### config.mk
export PLATFORM = sky130hd
export DESIGN_NAME = reversible_deque_with_extremes_top
export DESIGN_NICKNAME = d
export VERILOG_FILES = /design/src/rtl/core/rdq_pkg.sv /design/src/rtl/core/reversible_deque_with_extremes_top.sv /design/src/rtl/core/rdq_ctrl.sv /design/src/rtl/core/rdq_dpath.sv
export SDC_FILE = /design/constraint.sdc
export NUM_CORES = 1
export LEC_CHECK = 0
export BUFFER_PORTS_ARGS = -buffer_cell sky130_fd_sc_hd__buf_4
export CAP_MARGIN = 30
export CORE_MARGIN = 2
export CORE_UTILIZATION = 31
export CTS_CLUSTER_DIAMETER = 40
export DETAILED_ROUTE_END_ITERATION = 7
export GPL_ROUTABILITY_DRIVEN = 0
export MAX_ROUTING_LAYER = met4
export PLACE_DENSITY = 0.57
export SLEW_MARGIN = 20
export SYNTH_ARGS = -nofsm -noshare
export SYNTH_HDL_FRONTEND = slang
export SYNTH_HIERARCHICAL = 1
export SYNTH_SLANG_ARGS = --single-unit
### constraint.sdc
create_clock -name clk -period 3.4 [get_ports clk]
set_clock_uncertainty 0.1 [all_clocks]
set_input_delay 0.17 -clock clk [delete_from_list [all_inputs] [get_ports clk]]
set_output_delay 0.17 -clock clk [all_outputs]
set_load 0.02 [all_outputs]
### src/rtl/core/rdq_pkg.sv
`default_nettype none

package rdq_pkg;

  // Default for the top level parameter
  localparam int DEPTH_DEF = 16;

  // Fixed field widths of the request and response beats
  localparam int REQ_W   = 3;
  localparam int ITEM_W  = 8;
  localparam int COUNT_W = 5;

  // Request codes
  localparam logic [REQ_W-1:0] REQ_PUSH_FRONT = 3'd0;
  localparam logic [REQ_W-1:0] REQ_PUSH_BACK  = 3'd1;
  localparam logic [REQ_W-1:0] REQ_POP_FRONT  = 3'd2;
  localparam logic [REQ_W-1:0] REQ_POP_BACK   = 3'd3;
  localparam logic [REQ_W-1:0] REQ_REVERSE    = 3'd4;
  localparam logic [REQ_W-1:0] REQ_SCAN       = 3'd5;

  typedef struct packed {
    logic [REQ_W-1:0]  req_type;
    logic [ITEM_W-1:0] item_value;
  } req_t;

  typedef struct packed {
    logic [ITEM_W-1:0]  front_value;
    logic [ITEM_W-1:0]  back_value;
    logic [COUNT_W-1:0] entry_count;
    logic               is_empty;
    logic [ITEM_W-1:0]  max_value;
    logic [ITEM_W-1:0]  min_value;
    logic               extremes_valid;
    logic               req_error;
  } rsp_t;

  typedef enum logic [1:0] {
    ST_IDLE,
    ST_SCAN,
    ST_READ,
    ST_OUT
  } ctrl_state_t;

  // Controller to datapath
  typedef struct packed {
    logic apply;      // request beat taken: update pointers, write entry
    logic scan_step;  // issue one scan read
    logic read_ends;  // read the head and tail entries
  } ctrl_cmd_t;

  // Datapath to controller
  typedef struct packed {
    logic start_scan; // offered request is a scan over a non-empty queue
    logic scan_last;  // current scan read is the final entry
  } dp_status_t;

endpackage

`default_nettype wire

### src/rtl/core/reversible_deque_with_extremes_top.sv
// Channel  Signals                      Beat
// req      req_valid, req_ready, req    one request: type and value to push
// rsp      rsp_valid, rsp_ready, rsp    one response: ends, count, extremes, error
//
// One request at a time. Push, pop, reverse and bad requests pass through
// apply, end read and response. A scan adds one read per held entry through
// the store's first read port, between apply and end read.
// rst is synchronous and clears pointers, count, reverse flag and control.
// The response stays registered until rsp_ready; req_ready is low meanwhile.
`default_nettype none

module reversible_deque_with_extremes_top #(
  parameter int DEPTH = rdq_pkg::DEPTH_DEF
) (
  input  wire            clk,
  input  wire            rst,
  input  wire            req_valid,
  output logic           req_ready,
  input  rdq_pkg::req_t  req,
  output logic           rsp_valid,
  input  wire            rsp_ready,
  output rdq_pkg::rsp_t  rsp
);
  import rdq_pkg::*;

  ctrl_cmd_t  cmd;
  dp_status_t status;

  rdq_ctrl u_ctrl (
    .clk       (clk),
    .rst       (rst),
    .req_valid (req_valid),
    .req_ready (req_ready),
    .rsp_valid (rsp_valid),
    .rsp_ready (rsp_ready),
    .status    (status),
    .cmd       (cmd)
  );

  rdq_dpath #(
    .DEPTH (DEPTH)
  ) u_dpath (
    .clk    (clk),
    .rst    (rst),
    .req    (req),
    .cmd    (cmd),
    .status (status),
    .rsp    (rsp)
  );

`ifndef SYNTHESIS
  // never take a request while a response is pending
  a_no_overlap: assert property (@(posedge clk) disable iff (rst)
    !(req_ready && rsp_valid))
    else $error("request taken while response pending");

  // a taken request blocks the next one in the cycle after it
  a_one_at_a_time: assert property (@(posedge clk) disable iff (rst)
    (req_valid && req_ready) |=> !req_ready)
    else $error("back to back request accepted");

  // valid extremes are ordered
  a_extremes_order: assert property (@(posedge clk) disable iff (rst)
    (rsp_valid && rsp.extremes_valid) |-> (rsp.min_value <= rsp.max_value))
    else $error("scan minimum above maximum");

  // a valid scan is never an error
  a_extremes_no_err: assert property (@(posedge clk) disable iff (rst)
    (rsp_valid && rsp.extremes_valid) |-> !rsp.req_error)
    else $error("valid scan flagged as error");
`endif

endmodule

`default_nettype wire

### src/rtl/core/rdq_ctrl.sv
`default_nettype none

module rdq_ctrl (
  input  wire                    clk,
  input  wire                    rst,
  input  wire                    req_valid,
  output logic                   req_ready,
  output logic                   rsp_valid,
  input  wire                    rsp_ready,
  input  rdq_pkg::dp_status_t    status,
  output rdq_pkg::ctrl_cmd_t     cmd
);
  import rdq_pkg::*;

  ctrl_state_t state;
  ctrl_state_t state_next;

  // State register
  always_ff @(posedge clk) begin
    if (rst) begin
      state <= ST_IDLE;
    end else begin
      state <= state_next;
    end
  end

  // Next state
  always_comb begin
    state_next = state;
    case (state)
      ST_IDLE: begin
        if (req_valid) begin
          state_next = status.start_scan ? ST_SCAN : ST_READ;
        end
      end
      ST_SCAN: begin
        if (status.scan_last) begin
          state_next = ST_READ;
        end
      end
      ST_READ: begin
        state_next = ST_OUT;
      end
      ST_OUT: begin
        if (rsp_ready) begin
          state_next = ST_IDLE;
        end
      end
      default: begin
        state_next = ST_IDLE;
      end
    endcase
  end

  // Outputs
  always_comb begin
    req_ready     = 1'b0;
    rsp_valid     = 1'b0;
    cmd           = '0;
    case (state)
      ST_IDLE: begin
        req_ready = 1'b1;
        cmd.apply = req_valid;
      end
      ST_SCAN: begin
        cmd.scan_step = 1'b1;
      end
      ST_READ: begin
        cmd.read_ends = 1'b1;
      end
      ST_OUT: begin
        rsp_valid = 1'b1;
      end
      default: begin
        req_ready = 1'b0;
      end
    endcase
  end

endmodule

`default_nettype wire

### src/rtl/core/rdq_dpath.sv
`default_nettype none

module rdq_dpath #(
  parameter int DEPTH = rdq_pkg::DEPTH_DEF
) (
  input  wire                  clk,
  input  wire                  rst,
  input  rdq_pkg::req_t        req,
  input  rdq_pkg::ctrl_cmd_t   cmd,
  output rdq_pkg::dp_status_t  status,
  output rdq_pkg::rsp_t        rsp
);
  import rdq_pkg::*;

  localparam int DATA_WIDTH = ITEM_W;
  localparam int IW = (DEPTH > 1) ? $clog2(DEPTH) : 1;
  localparam int CW = $clog2(DEPTH + 1);
  localparam logic [IW-1:0] LAST_SLOT = IW'(DEPTH - 1);
  localparam logic [IW:0]   DEPTH_C   = (IW + 1)'(DEPTH);
  localparam logic [CW-1:0] FULL_C    = CW'(DEPTH);

  logic [DATA_WIDTH-1:0] mem [DEPTH];

  logic [IW-1:0]         head;
  logic [CW-1:0]         occ;
  logic                  rev;
  logic                  err;
  logic                  ext_valid;
  logic [DATA_WIDTH-1:0] max_r;
  logic [DATA_WIDTH-1:0] min_r;
  logic [IW-1:0]         scan_ptr;
  logic [IW-1:0]         scan_cnt;
  logic                  scan_pend;
  logic                  scan_first;
  logic [DATA_WIDTH-1:0] rd_a;
  logic [DATA_WIDTH-1:0] rd_b;

  logic                  is_push;
  logic                  is_pop;
  logic                  full;
  logic                  empty;
  logic                  push_ok;
  logic                  pop_ok;
  logic                  push_head;
  logic                  pop_at_head;
  logic                  bad_req;
  logic [IW-1:0]         head_dec;
  logic [IW-1:0]         head_inc;
  logic [IW-1:0]         ptr_inc;
  logic [IW-1:0]         tail_off;
  logic [IW:0]           tail_sum;
  logic [IW-1:0]         tail_slot;
  logic [IW-1:0]         wr_addr;
  logic [IW-1:0]         rd_addr_a;
  logic [DATA_WIDTH-1:0] front_d;
  logic [DATA_WIDTH-1:0] back_d;

  // Request decode
  always_comb begin
    is_push     = req.req_type inside {REQ_PUSH_FRONT, REQ_PUSH_BACK};
    is_pop      = req.req_type inside {REQ_POP_FRONT, REQ_POP_BACK};
    bad_req     = !(req.req_type inside {REQ_PUSH_FRONT, REQ_PUSH_BACK, REQ_POP_FRONT,
                                         REQ_POP_BACK, REQ_REVERSE, REQ_SCAN});
    full        = (occ == FULL_C);
    empty       = (occ == '0);
    push_ok     = is_push && !full;
    pop_ok      = is_pop && !empty;
    push_head   = (req.req_type == REQ_PUSH_FRONT) != rev;
    pop_at_head = (req.req_type == REQ_POP_FRONT) != rev;
  end

  // Ring index arithmetic
  always_comb begin
    head_dec  = (head == '0) ? LAST_SLOT : head - 1'b1;
    head_inc  = (head == LAST_SLOT) ? '0 : head + 1'b1;
    ptr_inc   = (scan_ptr == LAST_SLOT) ? '0 : scan_ptr + 1'b1;
    // tail write slot while idle, last live slot while reading ends
    tail_off  = cmd.read_ends ? IW'(occ - 1'b1) : IW'(occ);
    tail_sum  = {1'b0, head} + {1'b0, tail_off};
    tail_slot = (tail_sum >= DEPTH_C) ? IW'(tail_sum - DEPTH_C) : tail_sum[IW-1:0];
    wr_addr   = push_head ? head_dec : tail_slot;
    rd_addr_a = cmd.read_ends ? head : scan_ptr;
  end

  // Status to the controller
  always_comb begin
    status.start_scan = (req.req_type == REQ_SCAN) && !empty;
    status.scan_last  = (CW'(scan_cnt) == occ - 1'b1);
  end

  // Queue pointers and reverse flag
  always_ff @(posedge clk) begin
    if (rst) begin
      head <= '0;
      occ  <= '0;
      rev  <= 1'b0;
    end else if (cmd.apply) begin
      if (push_ok) begin
        occ <= occ + 1'b1;
        if (push_head) begin
          head <= head_dec;
        end
      end else if (pop_ok) begin
        occ <= occ - 1'b1;
        if (pop_at_head) begin
          head <= head_inc;
        end
      end else if (req.req_type == REQ_REVERSE) begin
        rev <= !rev;
      end
    end
  end

  // Error flag of the current request
  always_ff @(posedge clk) begin
    if (cmd.apply) begin
      err <= bad_req || (is_push && full) || (is_pop && empty)
             || ((req.req_type == REQ_SCAN) && empty);
    end
  end

  // Entry store: one write port, two registered read ports
  always_ff @(posedge clk) begin
    if (cmd.apply && push_ok) begin
      mem[wr_addr] <= DATA_WIDTH'(req.item_value);
    end
    if (cmd.read_ends || cmd.scan_step) begin
      rd_a <= mem[rd_addr_a];
    end
    if (cmd.read_ends) begin
      rd_b <= mem[tail_slot];
    end
  end

  // Scan address walk
  always_ff @(posedge clk) begin
    if (rst) begin
      scan_pend <= 1'b0;
    end else begin
      scan_pend <= cmd.scan_step;
    end
  end

  always_ff @(posedge clk) begin
    if (cmd.apply) begin
      scan_ptr <= head;
      scan_cnt <= '0;
    end else if (cmd.scan_step) begin
      scan_ptr <= ptr_inc;
      scan_cnt <= scan_cnt + 1'b1;
    end
  end

  // Running extremes, one entry per cycle behind the read
  always_ff @(posedge clk) begin
    if (cmd.apply) begin
      max_r      <= '0;
      min_r      <= '0;
      scan_first <= 1'b1;
      ext_valid  <= status.start_scan;
    end else if (scan_pend) begin
      scan_first <= 1'b0;
      if (scan_first || (rd_a > max_r)) begin
        max_r <= rd_a;
      end
      if (scan_first || (rd_a < min_r)) begin
        min_r <= rd_a;
      end
    end
  end

  // Response beat, held stable while waiting
  always_comb begin
    front_d = empty ? '0 : (rev ? rd_b : rd_a);
    back_d  = empty ? '0 : (rev ? rd_a : rd_b);
    rsp.front_value    = ITEM_W'(front_d);
    rsp.back_value     = ITEM_W'(back_d);
    rsp.entry_count    = COUNT_W'(occ);
    rsp.is_empty       = empty;
    rsp.max_value      = ITEM_W'(max_r);
    rsp.min_value      = ITEM_W'(min_r);
    rsp.extremes_valid = ext_valid;
    rsp.req_error      = err;
  end

endmodule

`default_nettype wire

==> impl_metrics.toml <==
[outcome]
status = "finished, final reports clean"

[die]
start_util_pct = 31.53
die_y_microns = 180.4
die_area_sq_um = 32540
core_region_area_sq_um = 30590
die_w_microns = 180.4
num_rows = 64
ios = 57

[worst_setup_path]
crit_path_max_fanout = 35
required_ps = 3470
slowest_stage = "fa_1"
cp-end-kind = "flip-flop"
slowest_delay_ps = 530
startpoint_type = "flip-flop"
path_class = "flip-flop to flip-flop"
arrival_ps = 3310
path_cells = "inv_1 > ha_2 > xor2_1 > ha_2 > inv_1 > fa_1 > buf_12 > mux4_2 > nor2b_1 > a211oi_1 > a21oi_1"

[clocking]
cts_buffers = 17
htreeDepth = 4
clk_latency_ps = 440
cts-root-buf = "clkbuf_16"
clk_pin_slew_worst_paths_ps = 80
cts_tree = "done"
cts_buffer_depth = 2
postCtsSetupBuffers = 0
cts.sinks = 184

[power_and_ir_drop]
seqPwrFrac_pct = 32.5
p_leak_nw = 3.977
clkPwrFrac_pct = 21.7
swShare_pct = 37.10
p_sw_mw = 3.459
p_comb_share_pct = 45.8
design_power_total_mw = 9.323
power_density_nw_per_um2 = 815.5
vdd_drop_max_mv = 0.3933
intPower_mw = 5.864

[logic_synthesis]
ys_types = 58
synth_edf_count = 150
synth_commonest_cells = "150 x edfxtp_1, 64 x mux4_2, 54 x nor2_1"
synth_ff_type = "edfxtp_1"
synthCells = 672
synth_top_cell_area_share_pct = 46.70
synth_area_leader_cell = "edfxtp_1"
async_flop_share_pct = 0
syn_nets = 717
synth_most_common_cell = "edfxtp_1"
ys_seq_elements = 184
synth_area_sq_um = 9646
ys_seq_area_share_pct = 53.76
syn_avg_cell_area_sq_um = 14.35
synth.yosys.warnings = 6
synth.area.top_cells = "edfxtp_1 47%, mux4_2 15%, dfxtp_1 7.1%"

[global_routing]
grt_pass1_vias = 5991
grt-ovfl-total = 0
track_usage_pct = 14.91
grt_start_max_net_pins = 36
antenna_found_initial = 0
grt_pass1_wl_mm = 35.79

[sta]
finalCritPeriodShare_pct = 95.28
finalSetupViolCount = 0
rsz0062_at_grt = "false"
worst_pin_slew_ps = 799.7
final.min_clock_period_ps = 3240
hold_viol_final = 0
relSlewSlack_pct = 46.69
maxSlewViolCount = 0
holdWs_ps = 27.27
clock.fmax_mhz = 308.7
tns_ps = 0

[cells_and_area]
final_area_sq_um = 11430
drive_gt1_share_pct = 29.73
final_core_utilization_pct = 37.37
nFillCells = 2888
n_antenna_cell = 0
syn_to_final_growth_pct = 18.52
final_nets = 799

[placed_design]
portBuffers = 56
place_area_sq_um = 10710
hpwl_mm = 15.92

[route]
drt_pass1_iterations = 7
via_per_inst = 5.112
drc_errors = 0
vias = 5945
wirelength_mm = 23.20
ant_nets = 0
wl_per_cell_microns = 19.95
drt_iter0_drc = 445

[run]
max_cap_violations = 0

[min_path]
min_path_type = "input pin to flip-flop"
## per-layer routing
metal	vias to the layer above	part of all wire (%)	global-route usage (%)
met5	-	0	-
met4	0	0.78	2.839
met3	16	4.3	2.991
met2	139	49	24.49
met1	3024	45	19.31
li1	2766	-	-
## worst paths after layout
check,slack (ps),from,cells past startpoint,end
setup / recovery,160,u_ctrl/state[0],11,u_dpath/rd_b[6]
hold / removal,30,req[8],4,u_dpath/rev
setup reg to reg,160,u_ctrl/state[0],11,u_dpath/rd_b[6]
hold reg to reg,390,u_dpath/min_r[6],2,u_dpath/min_r[6]
## placed cells by master, fill, tap and decap left out, types with 3 or more instances in the layout
cell             n
a21o_1           5
nor2_2          11
a21oi_1         21
nor2b_1         12
xor2_1          10
buf_4           92
inv_8            5
edfxtp_1       150
a22oi_1         17
nor2_1          42
nor3b_1          4
xnor2_1         13
nand2_1         17
ha_1            27
inv_1           30
nor3_1           4
mux2_2           5
o21ai_0         12
buf_12           4
a31oi_1          6
a211oi_1        14
dlygate4sd3_1   10
nand2b_1        28
a32oi_1          3
clkinv_8         3
mux4_2          64
dfxtp_1         34
inv_6            3
clkbuf_16       17
o31ai_1          3
nand3_1          3
nand4_1          5
mux2i_1         47
## critical path, delay by kind of cell, from the launching register on
kind,cells,cell delay [ps]
fa+ha+maj,3,1000
compound gates,2,450
buf+inv,3,400
flops,1,330
mux,1,320
xor+xnor,1,200
simple gates,1,140
## repair_timing
action,4_1_cts,5_1_grt
hold buffers,10,0
setup endpoints to repair,0,16
endpoints found under the hold margin,140,0
gates resized for setup,0,2
## state kept, by name, summed over array words and instances, names as in the netlist, 2 cells and up
register / count
u_dpath/max_r: 8
u_dpath/head: 4
u_ctrl/state: 2
u_dpath/rd_a: 8
u_dpath/rd_b: 8
u_dpath/scan_cnt: 4
u_dpath/min_r: 8
u_dpath/mem: 128
u_dpath/scan_ptr: 4
u_dpath/occ: 5
## metrics by stage
stage	instances	setup slack [ps]
floorplan	672	42.88
global placement	1120	193.4
detailed placement	1121	208.5
CTS	1163	168.6
global route	1163	29.38
finish	1163	160.5
## cell families (layout without fill, tap and decap cells)
logic type / after synthesis / in the layout / synth area share (%)
buf+inv: 73 / 168 / 3.892
fa+ha+maj: 30 / 30 / 3.969
simple gates: 150 / 150 / 8.704
xor+xnor: 26 / 26 / 2.633
mux: 118 / 118 / 20.65
compound gates: 91 / 91 / 6.395
flops: 184 / 184 / 53.76
## layout make-up
type / instances / area [sq um] / area share [%]
tap: 396 / 495.5 / 4.334
sequential: 184 / 5185 / 45.35
multi-input combinational: 415 / 4161 / 36.40
clock inverter: 15 / 181.4 / 1.587
clock buffer: 17 / 425.4 / 3.721
timing repair buffer: 106 / 870.8 / 7.617
inverter: 30 / 112.6 / 0.9850
## power groups by stage
stage / sequential, mW / combinational (mW) / clock [mW]
2_1_floorplan: 3.00 / 3.08 / 0
3_3_place_gp: 3.09 / 4.27 / 0
3_5_place_dp: 3.08 / 4.29 / 0
4_1_cts: 3.04 / 4.31 / 2.07
5_1_grt: 3.07 / 4.62 / 2.18
6_report: 3.03 / 4.27 / 2.02
Note: power is estimated with default switching activity, not from simulation.
